### src/hw/rtl/tts_pkg.sv
// Shared types and constants of the touch rise-time scanner.
`timescale 1ns / 1ps

package tts_pkg;

   localparam int Slots       = 7;
   localparam int Channels    = 7;
   localparam int MaxSamples  = 32;
   localparam int CountWidth  = 6;
   localparam int SlotWidth   = 6;
   localparam int PinWidth    = 5;
   localparam int WordWidth   = 32;
   localparam int MapWidth    = Slots * SlotWidth;
   localparam int CsrIdxWidth = 1;

   localparam logic [MapWidth-1:0]   MapReset       = 42'h3AF3D04028B;
   localparam logic [CountWidth-1:0] ThresholdReset = '0;

   // register indexes of the configuration port
   localparam logic [CsrIdxWidth-1:0] CsrChannelMap = 1'b0;
   localparam logic [CsrIdxWidth-1:0] CsrThreshold  = 1'b1;

   typedef logic [CountWidth-1:0] count_type;
   typedef logic [SlotWidth-1:0]  slot_type;

   typedef struct packed {
      logic [WordWidth-1:0] port_word;
      logic                 port_sel;
      logic                 first_sample;
      logic                 last_sample;
      logic                 frame_end;
   } req_type;

   typedef struct packed {
      logic [Slots-1:0] pressed_bits;
      logic             changed;
      count_type        count_ch0;
      count_type        count_ch1;
      count_type        count_ch2;
      count_type        count_ch3;
      count_type        count_ch4;
      count_type        count_ch5;
      count_type        count_ch6;
   } rsp_type;

   // what every lane needs to know about the item being taken
   typedef struct packed {
      logic accept;
      logic port_sel;
      logic first_sample;
   } lane_ctrl_type;

endpackage

### src/hw/rtl/tts_lane.sv
// One channel lane: rise-time counter and seen flag for a single pad.
`timescale 1ns / 1ps

module tts_lane
   import tts_pkg::*;
(
   input  logic                 clock,
   input  logic                 reset,
   input  lane_ctrl_type        ctrl,
   input  slot_type             slot,
   input  logic [WordWidth-1:0] port_word,
   output count_type            count_next
);

   count_type count_ff, count_in;
   logic      seen_ff, seen_in;

   logic      match;
   count_type count_base;
   logic      seen_base;

   assign match = ctrl.accept && (slot[SlotWidth-1] == ctrl.port_sel);

   always_comb begin
      count_base = ctrl.first_sample ? '0 : count_ff;
      seen_base  = ctrl.first_sample ? 1'b0 : seen_ff;
      count_in   = count_ff;
      seen_in    = seen_ff;
      if (match) begin
         count_in = count_base;
         seen_in  = seen_base;
         if (!seen_base) begin
            if (port_word[slot[PinWidth-1:0]]) begin
               seen_in = 1'b1;
            end else if (count_base < CountWidth'(MaxSamples)) begin
               count_in = count_base + 1'b1;
            end
         end
      end
   end

   always_ff @(posedge clock) begin
      if (reset) begin
         count_ff <= '0;
         seen_ff  <= 1'b0;
      end else begin
         count_ff <= count_in;
         seen_ff  <= seen_in;
      end
   end

   assign count_next = count_in;

endmodule

### src/hw/rtl/tts_merge.sv
// Merge stage: builds the report from the lane counts and buffers it.
`timescale 1ns / 1ps

module tts_merge
   import tts_pkg::*;
(
   input  logic                   clock,
   input  logic                   reset,
   input  logic                   report,
   input  count_type [Slots-1:0]  counts,
   input  count_type              threshold,
   output logic                   rsp_valid,
   input  logic                   rsp_ready,
   output rsp_type                rsp_payload,
   output logic                   full
);

   logic [Slots-1:0] reported_ff, reported_in;
   logic [Slots-1:0] pressed;
   rsp_type          result;

   logic    out_valid_ff, out_valid_in;
   rsp_type out_data_ff, out_data_in;
   logic    skid_valid_ff, skid_valid_in;
   rsp_type skid_data_ff, skid_data_in;
   logic    pop;

   always_comb begin
      for (int c = 0; c < Slots; c++) begin
         pressed[c] = (c < Channels) && (counts[c] > threshold);
      end
   end

   always_comb begin
      result.pressed_bits = pressed;
      result.changed      = (pressed != reported_ff);
      result.count_ch0    = counts[0];
      result.count_ch1    = counts[1];
      result.count_ch2    = counts[2];
      result.count_ch3    = counts[3];
      result.count_ch4    = counts[4];
      result.count_ch5    = counts[5];
      result.count_ch6    = counts[6];
   end

   assign reported_in = report ? pressed : reported_ff;
   assign pop         = out_valid_ff && rsp_ready;

   // output register with one skid entry behind it
   always_comb begin
      out_valid_in  = out_valid_ff;
      out_data_in   = out_data_ff;
      skid_valid_in = skid_valid_ff;
      skid_data_in  = skid_data_ff;
      if (pop) begin
         if (skid_valid_ff) begin
            out_data_in   = skid_data_ff;
            skid_valid_in = 1'b0;
         end else if (report) begin
            out_data_in = result;
         end else begin
            out_valid_in = 1'b0;
         end
      end else if (report) begin
         if (!out_valid_ff) begin
            out_valid_in = 1'b1;
            out_data_in  = result;
         end else begin
            skid_valid_in = 1'b1;
            skid_data_in  = result;
         end
      end
   end

   always_ff @(posedge clock) begin
      if (reset) begin
         reported_ff   <= '0;
         out_valid_ff  <= 1'b0;
         skid_valid_ff <= 1'b0;
      end else begin
         reported_ff   <= reported_in;
         out_valid_ff  <= out_valid_in;
         skid_valid_ff <= skid_valid_in;
      end
   end

   always_ff @(posedge clock) begin
      out_data_ff  <= out_data_in;
      skid_data_ff <= skid_data_in;
   end

   assign rsp_valid   = out_valid_ff;
   assign rsp_payload = out_data_ff;
   assign full        = skid_valid_ff;

endmodule

### src/hw/rtl/touch_rise_time_scanner.sv
// Top level of the touch rise-time scanner: configuration, lanes and merge.
`timescale 1ns / 1ps

// Capacitive touch scanner by rise-time sensing. Each item is one GPIO port
// sample taken after the pads were discharged and released; every channel
// mapped to that port counts samples until its pin first reads high, holding
// at MaxSamples. An item with both last_sample and frame_end produces one
// report item (pressed bitmap, change flag, seven counts) on the rsp side,
// registered in the merge stage. While req_ready is high the block takes one
// item per clock: all channel lanes update in the same cycle, and the merge
// stage builds the report from the lanes' updated counts. req_ready drops
// only while two reports are held back by rsp_ready low, one in the output
// register and one in the skid entry; it rises again the cycle after rsp
// takes one. The configuration port writes channel_map (index 0) and
// press_threshold (index 1) at once, with no handshake.

module touch_rise_time_scanner
   import tts_pkg::*;
(
   input  logic                   clock,
   input  logic                   reset,
   input  logic                   req_valid,
   output logic                   req_ready,
   input  req_type                req_payload,
   output logic                   rsp_valid,
   input  logic                   rsp_ready,
   output rsp_type                rsp_payload,
   input  logic                   csr_write_en,
   input  logic [CsrIdxWidth-1:0] csr_index,
   input  logic [MapWidth-1:0]    csr_wdata
);

   logic [MapWidth-1:0] map_ff, map_in;
   count_type           thr_ff, thr_in;

   logic                  accept;
   logic                  report;
   logic                  full;
   lane_ctrl_type         ctrl;
   count_type [Slots-1:0] counts;

   // configuration registers: write straight through, drop unknown indexes
   always_comb begin
      map_in = map_ff;
      thr_in = thr_ff;
      if (csr_write_en) begin
         case (csr_index)
            CsrChannelMap: map_in = csr_wdata;
            CsrThreshold:  thr_in = csr_wdata[CountWidth-1:0];
            default: begin
               map_in = map_ff;
               thr_in = thr_ff;
            end
         endcase
      end
   end

   always_ff @(posedge clock) begin
      if (reset) begin
         map_ff <= MapReset;
         thr_ff <= ThresholdReset;
      end else begin
         map_ff <= map_in;
         thr_ff <= thr_in;
      end
   end

   // hold off new items only while both report buffers are occupied
   assign req_ready = !full;
   assign accept    = req_valid && req_ready;
   assign report    = accept && req_payload.last_sample && req_payload.frame_end;

   assign ctrl.accept       = accept;
   assign ctrl.port_sel     = req_payload.port_sel;
   assign ctrl.first_sample = req_payload.first_sample;

   // one lane per active channel; unused slots read as zero
   for (genvar c = 0; c < Slots; c++) begin : g_lane
      if (c < Channels) begin : g_used
         tts_lane u_lane (
            .clock      (clock),
            .reset      (reset),
            .ctrl       (ctrl),
            .slot       (map_ff[c*SlotWidth +: SlotWidth]),
            .port_word  (req_payload.port_word),
            .count_next (counts[c])
         );
      end else begin : g_unused
         assign counts[c] = '0;
      end
   end

   tts_merge u_merge (
      .clock       (clock),
      .reset       (reset),
      .report      (report),
      .counts      (counts),
      .threshold   (thr_ff),
      .rsp_valid   (rsp_valid),
      .rsp_ready   (rsp_ready),
      .rsp_payload (rsp_payload),
      .full        (full)
   );

endmodule

### config.mk
export PLATFORM = sky130hd
export DESIGN_NAME = touch_rise_time_scanner
export DESIGN_NICKNAME = d
export VERILOG_FILES = /design/src/hw/rtl/tts_pkg.sv /design/src/hw/rtl/tts_lane.sv /design/src/hw/rtl/tts_merge.sv /design/src/hw/rtl/touch_rise_time_scanner.sv
export SDC_FILE = /design/constraint.sdc
export NUM_CORES = 1
export LEC_CHECK = 0
export BUFFER_PORTS_ARGS = -buffer_cell sky130_fd_sc_hd__buf_2
export CAP_MARGIN = 20
export CORE_ASPECT_RATIO = 0.7
export CORE_UTILIZATION = 35
export CTS_CLUSTER_DIAMETER = 30
export DETAILED_ROUTE_END_ITERATION = 8
export MAX_ROUTING_LAYER = met4
export SLEW_MARGIN = 20
export SYNTH_ARGS = -nofsm -noshare
export SYNTH_HDL_FRONTEND = slang
export SYNTH_SLANG_ARGS = --single-unit
### constraint.sdc
create_clock -name clock -period 4.7 [get_ports clock]
set_input_delay 0.47 -clock clock [delete_from_list [all_inputs] [get_ports clock]]
set_output_delay 0.47 -clock clock [all_outputs]
set_load 0.01 [all_outputs]
==> run summary, run 1 <==
status = finished, final reports clean
footprint of the multi-input gates = 6301 sq um
Leakage = 5.563 nW
vias = 9,922
PortBufs = 135
Max Fclk = 229.4 MHz
CTS Root Cell = clkbuf_16
VDD IR max = 0.1938 mV
Switching Share = 26.86%
chip width = 221.8 um
post-synthesis async set-or-reset flop share = 0%
post-synthesis cell area = 11,840 sq um
Post-Route WL = 36,870 um
Die Area = 34,580 sq um
largest net degree at the start of global routing = 79
met3 usage = 6.139%
fin crit period = 4.358 ns
part of the Yosys area used for sequential elements = 43.28%
internal power = 3.995 mW
Initial DRC Count = 843
TritonCTS Buffers = 40
initial antenna violation count = 1
CP max stage cell = mux4_2
Power Dens Cells = 380.1 nW/um^2
Synth Area per Inst = 9.860 sq um
most frequent cells in the layout = nand2_1 (208), buf_2 (135), dfxtp_1 (106)
Placed Area = 13,060 sq um
CTS tree = done
Post-synth EDFFs = 100
WL/cell = 20.41 um
PnR worst setup slack = 0.3416 ns
Slew HR = 32.73%
Final Hold Vio Count = 0
Tcrit/Tclk final = 92.73%
DRC = 0
Clock H-tree levels = 2
vias in the first global route = 9,514
Post-CTS Hold Fix Bufs = 0
Ys Warns = 0
site row count = 55
Max Cap Viol = 0
GP Congestion = 0.9331
global-route wire length before repair = 56,450 um
P&R area growth vs syn = 21.37%
Ports = 136
Worst Setup Start Kind = register
GRT overflow = 0
final setup violation count = 0
Logic pwr share = 13.5%
Layout Cell Area excl Fill = 14,370 sq um
clk sinks = 206
leading cell type in the layout, fill and taps excluded = nand2_1
Core Region = 32,830 sq um
hold slack final = 0.1516 ns
number of instances in the placed design = 1,733
RSZ-0062 raised after global routing = no
CP Capture Type = register
crit-path cells = mux4_2 > mux2i_1 > a22oi_2 > a2111oi_2 > xor2_1 > inv_1 > ha_1 > nand3_1 > or2_2 > a22oi_1 > nand3_1 > nor3_1 > a41oi_1
fin nets = 1,482
Setup Fix Bufs, Post-CTS = 0
layout cells sized above 1 = 22.86%
Slew @ Worst Pin = 1.009 ns
CTS clk-pin slew, worst paths = 0.05 ns
Flop pwr share = 36.8%
Storage cell area = 5125 sq um
grt met2 use = 30.82%
max-slew violations = 0
Worst Skew = 0.02398 ns
Hold Crit Class = in -> reg
Starting Density = 36.07%
met1 GRT Util = 30.69%
critical path type = reg -> reg
Filler cells = 3,120
CP most frequent cell = nand3_1
syn nets = 1,334
Clk pwr share = 49.8%
worst-skew pair later-pin latency = 0.52 ns
Post-DP HPWL = 26,430 um
worst slack, placed = 0.3906 ns
setup TNS = 0 ns
WP data required = 4.93 ns
post-route insts no fill = 1,806
top_reg_cell synth = dfxtp_1
Die Ht = 155.9 um
GRT Max-Usage Layer = met2
Worst EP arrival = 4.59 ns
Detailed Routing Iterations Pass 1 = 6
Critical Path Max Stage Delay = 0.61 ns
Global Route Usage Sum = 21.95%
number of buffers on the longest clock path = 3
P_sw = 1.467 mW
CP Max Fanout = 6
Synth cell types = 71
Final ANT Viol Nets = 0
Yosys reg bits = 206
Syn Inst Count = 1,201
vias per inst = 5.494
Post-CTS Resized = 0
## cell type report
type / instances / share of cell area [%]
Timing Repair Buffer: 170 / 6.756
Clock buffer: 47 / 7.435
Sequential cell: 206 / 35.66
Inverter: 41 / 1.071
Clock inverter: 24 / 1.497
Multi-Input combinational cell: 890 / 43.84
Antenna cell: 1 / 0.01741
Tap cell: 427 / 3.718
## flip-flops by register name, indices dropped and copies added (netlist names)
name and flops:
u_merge.rsp_payload 50, u_merge.skid_data_ff 50, g_lane.g_used.u_lane.count_ff 42, map_ff 42
g_lane.g_used.u_lane.seen_ff 7, u_merge.reported_ff 7, thr_ff 6, u_merge.full 1
u_merge.rsp_valid 1
## worst paths after layout
path	startpoint	end	slack, ns	cells past startpoint
worst min-delay path	csr_wdata[39]	map_ff[39]$_SDFFE_PP1P_	0.15	3
worst max-delay path	map_ff[36]$_SDFFE_PP0P_	u_merge.rsp_payload[42]$_DFFE_PP_	0.34	13
worst max register to register	map_ff[36]$_SDFFE_PP0P_	u_merge.rsp_payload[42]$_DFFE_PP_	0.34	13
worst min register to register	thr_ff[4]$_SDFFE_PP0P_	thr_ff[4]$_SDFFE_PP0P_	0.45	2
## per-stage QoR
step | utilization, % | power (mW)
5_1_grt | 43.78 | 5.685
3_5_place_dp | 39.78 | 2.764
2_1_floorplan | - | 2.499
3_3_place_gp | 39.78 | 2.758
6_report | 43.78 | 5.462
4_1_cts | 43.69 | 5.512
## cells by family (layout without fill, tap and decap cells)
logic type                 count (synthesis)  after routing  synth area share (%)
xor gates and xnor gates                  33             33                 2.441
AOI/OAI and AO/OA                        232            232                 13.75
buffers and inverters                    105            282                 3.666
adders and majority gates                 49             49                 5.178
DFF                                      206            206                 43.28
other                                      0              1                     0
and+or+nand+nor                          466            466                 18.02
muxes                                    110            110                 13.67
## power groups by stage
stage / clock [mW] / combinational, mW / sequential [mW]
global route: 2.87 / 0.805 / 2.01
floorplan: 0 / 0.478 / 2.02
finish: 2.72 / 0.735 / 2.01
CTS: 2.78 / 0.728 / 2.01
global placement: 0 / 0.718 / 2.04
detailed placement: 0 / 0.723 / 2.04
## synth_stat cells (17+ instances only)
master / number / area [sq um]
dfxtp_1: 106 / 2122
a21oi_1: 95 / 475.5
inv_1: 40 / 150.1
nand3_1: 56 / 280.3
nor2_1: 83 / 311.6
nand2_1: 208 / 780.8
a211oi_1: 17 / 127.6
mux4_2: 40 / 900.9
xor2_1: 21 / 183.9
clkbuf_1: 47 / 176.4
ha_1: 49 / 613.1
nor2b_1: 38 / 237.7
a22oi_1: 20 / 150.1
edfxtp_1: 100 / 3003
mux2i_1: 56 / 560.5
## routing by layer
layer,wire (um),up-vias
met5,0,-
li1,-,4708
met1,17700,4810
met3,3133,49
met2,15360,355
met4,671,0
## critical path: cells and delay by family, from the launching register on
kind                     cells  cell delay [ns]
buffers and inverters        1             0.11
flip-flops                   1             0.57
AO/OA/AOI/OAI                4             0.99
AND/OR/NAND/NOR              4             0.86
multiplexers                 2             0.94
adder cells (fa/ha/maj)      1             0.31
XOR/XNOR                     1             0.28
Note: power is estimated with default switching activity, not from simulation.
==> run 2, diff against run 1 <==
--- a/config.mk
+++ b/config.mk
@@ -8,9 +8,10 @@
 export BUFFER_PORTS_ARGS = -buffer_cell sky130_fd_sc_hd__buf_2
 export CAP_MARGIN = 20
 export CORE_ASPECT_RATIO = 0.7
-export CORE_UTILIZATION = 35
+export CORE_UTILIZATION = 33
 export CTS_CLUSTER_DIAMETER = 30
 export DETAILED_ROUTE_END_ITERATION = 8
+export GPL_TIMING_DRIVEN = 0
 export MAX_ROUTING_LAYER = met4
 export SLEW_MARGIN = 20
 export SYNTH_ARGS = -nofsm -noshare
==> constraint.sdc (replaced) <==
create_clock -name clock -period 4.7 [get_ports clock]
set_input_delay 0.94 -clock clock [delete_from_list [all_inputs] [get_ports clock]]
set_output_delay 0.94 -clock clock [all_outputs]
set_load 0.01 [all_outputs]
==> run summary, run 2 (synthesis results as in run 1) <==
Post-Route WL = 38,400 um (+4.2%)
global-route wire length before repair = 58,390 um (+3.4%)
Die Ht = 160.5 um (+2.9%)
Core Region = 35,020 sq um (+6.7%)
CP Max Fanout = 11 (+5)
VDD IR max = 0.2351 mV (+21%)
Critical Path Max Stage Delay = 0.35 ns (-0.26 ns)
layout cells sized above 1 = 21.89% (-0.97 points)
leading cell type in the layout, fill and taps excluded = nand2_1
status = finished, final reports clean
clk sinks = 206 (unchanged)
Global Route Usage Sum = 21.61% (-0.34 points)
PnR worst setup slack = 0.1969 ns (-0.1448 ns)
Final ANT Viol Nets = 0 (unchanged)
WL/cell = 20.27 um (-0.69%)
Power Dens Cells = 398.2 nW/um^2 (+4.8%)
max-slew violations = 0 (unchanged)
final setup violation count = 0 (unchanged)
Worst Skew = 0.02505 ns (+0.001068 ns)
worst-skew pair later-pin latency = 0.54 ns (+0.02 ns)
WP data required = 4.92 ns (about the same)
CP Capture Type = register
most frequent cells in the layout = nand2_1 (208), buf_2 (140), dfxtp_1 (106)
Die Area = 36,660 sq um (+6.0%)
critical path type = in -> reg
Slew HR = 36.44% (+3.7 points)
reg2reg path depth = 15 (+2)
DRC = 0 (unchanged)
fin nets = 1,517 (+2.4%)
crit-path cells = buf_2 > clkbuf_4 > clkbuf_4 > clkbuf_4 > nor2b_1 > ha_1 > nand2_1 > o21ai_0 > a211oi_2 > nor2_1 > ha_1 > nor2b_1 > o21a_1 > o31ai_4 > xnor2_1 > nor3_1 > a41oi_1
CTS tree = done
largest net degree at the start of global routing = 36 (-54%)
Ports = 136 (unchanged)
Post-DP HPWL = 28,030 um (+6.0%)
CP max stage cell = buf_2
number of buffers on the longest clock path = 3 (unchanged)
fin crit period = 4.503 ns (+0.1448 ns)
chip width = 228.4 um (+3.0%)
Filler cells = 3,429 (+9.9%)
Layout Cell Area excl Fill = 14,720 sq um (+2.4%)
Worst EP arrival = 4.72 ns (+0.13 ns)
vias per inst = 5.337 (-2.9%)
Max Cap Viol = 0 (unchanged)
Max Fclk = 222.1 MHz (-3.2%)
Slew @ Worst Pin = 0.9533 ns (-0.05569 ns)
Hold Crit Class = reg -> reg
Worst Setup Start Kind = input pin
initial antenna violation count = 1 (unchanged)
P&R area growth vs syn = 24.30%
worst slack, placed = -1.665 ns (-2.056 ns)
Final Hold Vio Count = 0 (unchanged)
Tcrit/Tclk final = 95.81% (+3.1 points)
vias = 10,110 (+1.9%)
CTS Root Cell = clkbuf_16
GP Congestion = 0.9763 (+4.6%)
site row count = 57 (+3.6%)
Cells on Worst Hold Path = 2 (-1)
CP most frequent cell = clkbuf_4
PortBufs = 131 (-3.0%)
Stages on worst setup path = 17 (+4)
TritonCTS Buffers = 45 (+13%)
delay-heaviest family, CP = buffers and inverters
Worst Path Buf+Inv = 4 (+3)
CTS clk-pin slew, worst paths = 0.05 ns (about the same)
Placed Area = 13,170 sq um (+0.83%)
Initial DRC Count = 966 (+15%)
Clock H-tree levels = 2 (unchanged)
vias in the first global route = 9,875 (+3.8%)
Leakage = 5.660 nW (+1.8%)
GRT overflow = 0 (unchanged)
Starting Density = 33.82% (-2.3 points)
Detailed Routing Iterations Pass 1 = 5 (-1)
==> run 2: worst paths after layout <==
| path | start | to | slack, ns |
|---|---|---|---|
| worst max-delay path | req_payload[2] | u_merge.rsp_payload[42]$_DFFE_PP_ | 0.20 |
| worst min-delay path | thr_ff[1]$_SDFFE_PP0P_ | thr_ff[1]$_SDFFE_PP0P_ | 0.46 |
| worst max register to register | map_ff[31]$_SDFFE_PP0P_ | u_merge.rsp_payload[42]$_DFFE_PP_ | 0.30 |
| worst min register to register | thr_ff[1]$_SDFFE_PP0P_ | thr_ff[1]$_SDFFE_PP0P_ | 0.46 |
==> run 2: worst reg2reg max path, cell delays in order, from the launching register on <==
cell	delay, ns
dfxtp_1	0.30
buf_2	0.24
buf_4	0.26
mux2i_1	0.20
nand3_1	0.09
nand3_1	0.14
nand4_1	0.36
o311ai_0	0.72
nand2_1	0.22
ha_1	0.24
a211oi_1	0.24
nor2_1	0.11
o31ai_4	0.38
xnor2_1	0.12
nor3_1	0.29
a41oi_1	0.18
==> run 2: through the flow <==
step           power [mW]  hold WS (ns)  setup TNS (ns)  utilization (%)  std cells
5_1_grt             6.071        0.4815      -0.0002349            42.03       1894
3_5_place_dp        2.756        0.4504          -13.21            37.60       1809
3_3_place_gp        2.740        0.4494         -110.29            37.37       1804
6_report            5.861        0.4587               0            42.03       1894
2_1_floorplan       2.499        0.4363               0                -       1201
4_1_cts             5.905        0.4572               0            41.97       1892
==> run 2: metal layers <==
layer	track usage, %	vias up	routed length (um)
li1	-	4795	-
met1	30.29	4814	18030
met2	30.43	413	16150
met3	4.883	86	3136
met4	7.413	0	1078
met5	-	-	0
==> run 2: power breakdown <==
group | total (mW) | switching [mW] | internal, mW
registers | 1.99 | 0.0402 | 1.95
clock network | 3.12 | 1.04 | 2.08
logic | 0.754 | 0.461 | 0.293
==> run 2: area by class of cell <==
| cell class | instances | area, sq um | share of cell area [%] |
|---|---|---|---|
| sequential | 206 | 5125 | 34.82 |
| antenna | 1 | 2.502 | 0.01700 |
| multi-input combinational | 890 | 6311 | 42.88 |
| inverter | 41 | 157.7 | 1.071 |
| timing repair buffer | 137 | 732.0 | 4.973 |
| tap | 472 | 590.6 | 4.012 |
| buffer | 63 | 286.5 | 1.947 |
| clock inverter | 24 | 239.0 | 1.624 |
| clock buffer | 60 | 1275 | 8.662 |
==> run 2: what timing repair did <==
item | 4_1_cts | 5_1_grt
gates resized for setup | 4 | 8
setup endpoints to repair | 10 | 2
hold buffers | 0 | 0
setup buffers | 0 | 1
pin swaps | 0 | 1
gates cloned | 0 | 0
==> run 3, diff against run 2 <==
--- a/config.mk
+++ b/config.mk
@@ -5,6 +5,7 @@
 export SDC_FILE = /design/constraint.sdc
 export NUM_CORES = 1
 export LEC_CHECK = 0
+export ABC_CLOCK_PERIOD_IN_PS = 3950
 export BUFFER_PORTS_ARGS = -buffer_cell sky130_fd_sc_hd__buf_2
 export CAP_MARGIN = 20
 export CORE_ASPECT_RATIO = 0.7
==> constraint.sdc (replaced) <==
create_clock -name clock -period 3.95 [get_ports clock]
set_input_delay 0.79 -clock clock [delete_from_list [all_inputs] [get_ports clock]]
set_output_delay 0.79 -clock clock [all_outputs]
set_load 0.01 [all_outputs]
==> run summary, run 3 (synthesis results as in run 1) <==
status = finished, violations left
failing checks = negative setup slack
CP Max Fanout = 7 (-4)
Power Dens Cells = 456.5 nW/um^2 (+15%)
Initial DRC Count = 844 (-13%)
Core Region = 35,020 sq um (unchanged)
Detailed Routing Iterations Pass 1 = 5 (unchanged)
vias in the first global route = 9,927 (+0.53%)
Clk pwr share = 51.2% (-2.0 points)
Die Ht = 160.5 um (unchanged)
number of buffers on the longest clock path = 3 (unchanged)
internal power = 4.968 mW (+15%)
CP Capture Type = register
setup TNS = -0.01809 ns (-0.01809 ns)
initial antenna violation count = 0 (-1)
clk sinks = 206 (unchanged)
Switching Share = 28.15% (+1.8 points)
worst-skew pair later-pin latency = 0.55 ns (about the same)
PortBufs = 131 (unchanged)
DRC = 0 (unchanged)
TritonCTS Buffers = 43 (-4.4%)
Power Total = 6.914 mW (+18%)
fin crit period = 3.968 ns
worst r2r src = map_ff[6]$_SDFFE_PP0P_
Max Cap Viol = 0 (unchanged)
site row count = 57 (unchanged)
Cells on Worst Hold Path = 2 (unchanged)
Final ANT Viol Nets = 0 (unchanged)
Min-Delay Endpoint = thr_ff[5]$_SDFFE_PP0P_
Worst Setup Start Kind = register
Slew HR = 37.76% (+1.3 points)
largest net degree at the start of global routing = 33 (-8.3%)
Global Route Usage Sum = 22.05% (+0.44 points)
final setup violation count = 1 (+1)
reg-to-reg slack, setup = -0.02 ns (-0.32 ns)
Layout Cell Area excl Fill = 15,150 sq um (+2.9%)
Starting Density = 33.82% (unchanged)
Clock H-tree levels = 2 (unchanged)
Die Area = 36,660 sq um (unchanged)
Post-DP HPWL = 28,440 um (+1.5%)
layout cells sized above 1 = 25.82% (+3.9 points)
CTS tree = done
PnR worst setup slack = -0.01809 ns (-0.2149 ns)
reg2reg path depth = 14 (-1)
post-route insts no fill = 1,909 (+0.79%)
Ports = 136 (unchanged)
critical path type = reg -> reg
RSZ-0062 raised after global routing = yes
leading cell type in the layout, fill and taps excluded = nand2_1
Hold Crit Class = reg -> reg
global-route wire length before repair = 59,430 um (+1.8%)
GP Congestion = 0.9260 (-5.2%)
Worst Skew = 0.03585 ns (+0.01080 ns)
CTS clk-pin slew, worst paths = 0.05 ns (about the same)
Post-Route WL = 39,950 um (+4.0%)
vias per inst = 5.445 (+2.0%)
max-slew violations = 0 (unchanged)
P_sw = 1.947 mW (+26%)
Antenna Cells = 0 (-1)
Tcrit/Tclk final = 100.5%
WP data required = 4.21 ns (-0.71 ns)
number of instances in the placed design = 1,809 (unchanged)
WL/cell = 20.93 um (+3.2%)
P&R area growth vs syn = 27.91%
Worst R2R End = u_merge.rsp_payload[42]$_DFFE_PP_
Slew @ Worst Pin = 0.9336 ns (-0.01975 ns)
Leakage = 5.813 nW (+2.7%)
Flop pwr share = 34.3% (+0.3 points)
most frequent cells in the layout = nand2_1 (208), buf_2 (135), dfxtp_1 (104)
chip width = 228.4 um (unchanged)
Final Hold Vio Count = 0 (unchanged)
Max Fclk = 252.0 MHz
hold wc startpoint = thr_ff[5]$_SDFFE_PP0P_
GRT overflow = 0 (unchanged)
VDD IR max = 0.3059 mV (+30%)
fin nets = 1,535 (+1.2%)
vias = 10,390 (+2.8%)
Logic pwr share = 14.5% (+1.6 points)
CTS Root Cell = clkbuf_16
Worst EP arrival = 4.22 ns (-0.50 ns)
Placed Area = 13,220 sq um (+0.44%)
==> run 3: changes by cell type in the layout (fill, tap and decap cells not counted), sizes merged <==
| cell | before | now |
|---|---|---|
| buf | 152 | 179 |
| clkbuf | 108 | 95 |
| clkinvlp | 7 | 3 |
| inv | 46 | 50 |
| clkinv | 9 | 12 |
| bufinv | 3 | 2 |
| diode | 1 | 0 |
==> run 3: power groups by stage <==
stage          clock (mW)  combinational [mW]  sequential [mW]
2_1_floorplan           0               0.578             2.40
3_3_place_gp            0               0.866             2.40
3_5_place_dp            0               0.883             2.40
4_1_cts              3.60               0.945             2.37
5_1_grt              3.71                1.07             2.38
6_report             3.54                1.00             2.37
==> run 3: critical path, stage by stage (launching register included) <==
cell       delay (ns)
dfxtp_2          0.33
buf_6            0.13
mux4_2           0.51
mux2_4           0.30
a2bb2oi_4        0.19
a2111oi_4        0.42
xor2_1           0.25
inv_1            0.09
ha_1             0.29
o21ai_1          0.13
nor2_1           0.06
o32a_1           0.42
xor2_2           0.22
nor3_4           0.17
a41oi_2          0.15
==> run 3: metrics by stage <==
stage	hold slack, ns	setup WS [ns]	utilization (%)
after global routing	0.4686	-0.1555	43.25
after CTS	0.4517	-0.008495	42.64
after global placement	0.4473	-1.244	37.56
after detailed placement	0.4552	-1.315	37.76
after floorplan	0.4363	0.007855	-
final	0.4571	-0.01809	43.25
==> run 3: worst max-delay path by stage <==
| stage | startpoint | endpoint | slack, ns | cells after the start |
|---|---|---|---|---|
| 6_report | map_ff[6]$_SDFFE_PP0P_ | u_merge.rsp_payload[42]$_DFFE_PP_ | -0.02 | 14 |
| 5_1_grt | map_ff[6]$_SDFFE_PP0P_ | u_merge.rsp_payload[42]$_DFFE_PP_ | -0.16 | 14 |
| 4_1_cts | map_ff[6]$_SDFFE_PP0P_ | u_merge.rsp_payload[42]$_DFFE_PP_ | -0.008 | 14 |
| 3_5_place_dp | req_payload[2] | u_merge.rsp_payload[42]$_DFFE_PP_ | -1.32 | 15 |
| 3_3_place_gp | req_payload[2] | u_merge.rsp_payload[42]$_DFFE_PP_ | -1.24 | 18 |
| 2_1_floorplan | req_payload[31] | u_merge.rsp_payload[42]$_DFFE_PP_ | 0.008 | 13 |
==> run 3: timing repair <==
| action | CTS | global route |
|---|---|---|
| endpoints found under the hold margin | 0 | 0 |
| pin swaps | 12 | 18 |
| gates resized for setup | 37 | 37 |
| gates cloned | 1 | 1 |
| hold buffers | 0 | 0 |
| buffers inserted | 13 | 11 |
| setup endpoints to repair | 8 | 5 |
==> run 3: layer usage <==
| metal | part of all wire, % | vias up | GRT usage, % |
|---|---|---|---|
| li1 | - | 4816 | - |
| met4 | 2.5 | 0 | 6.467 |
| met5 | 0 | - | - |
| met2 | 43 | 436 | 32.37 |
| met1 | 45 | 5061 | 30.14 |
| met3 | 8.6 | 81 | 5.131 |
==> run 3: cell type report <==
class	count	area, sq um
clock inverter	26	284.0
timing repair buffer	162	918.4
tap	472	590.6
sequential	206	5127
multi-input combinational	890	6619
inverter	41	155.1
clock buffer	54	1147
fill	3357	19870
buffer	58	304.0
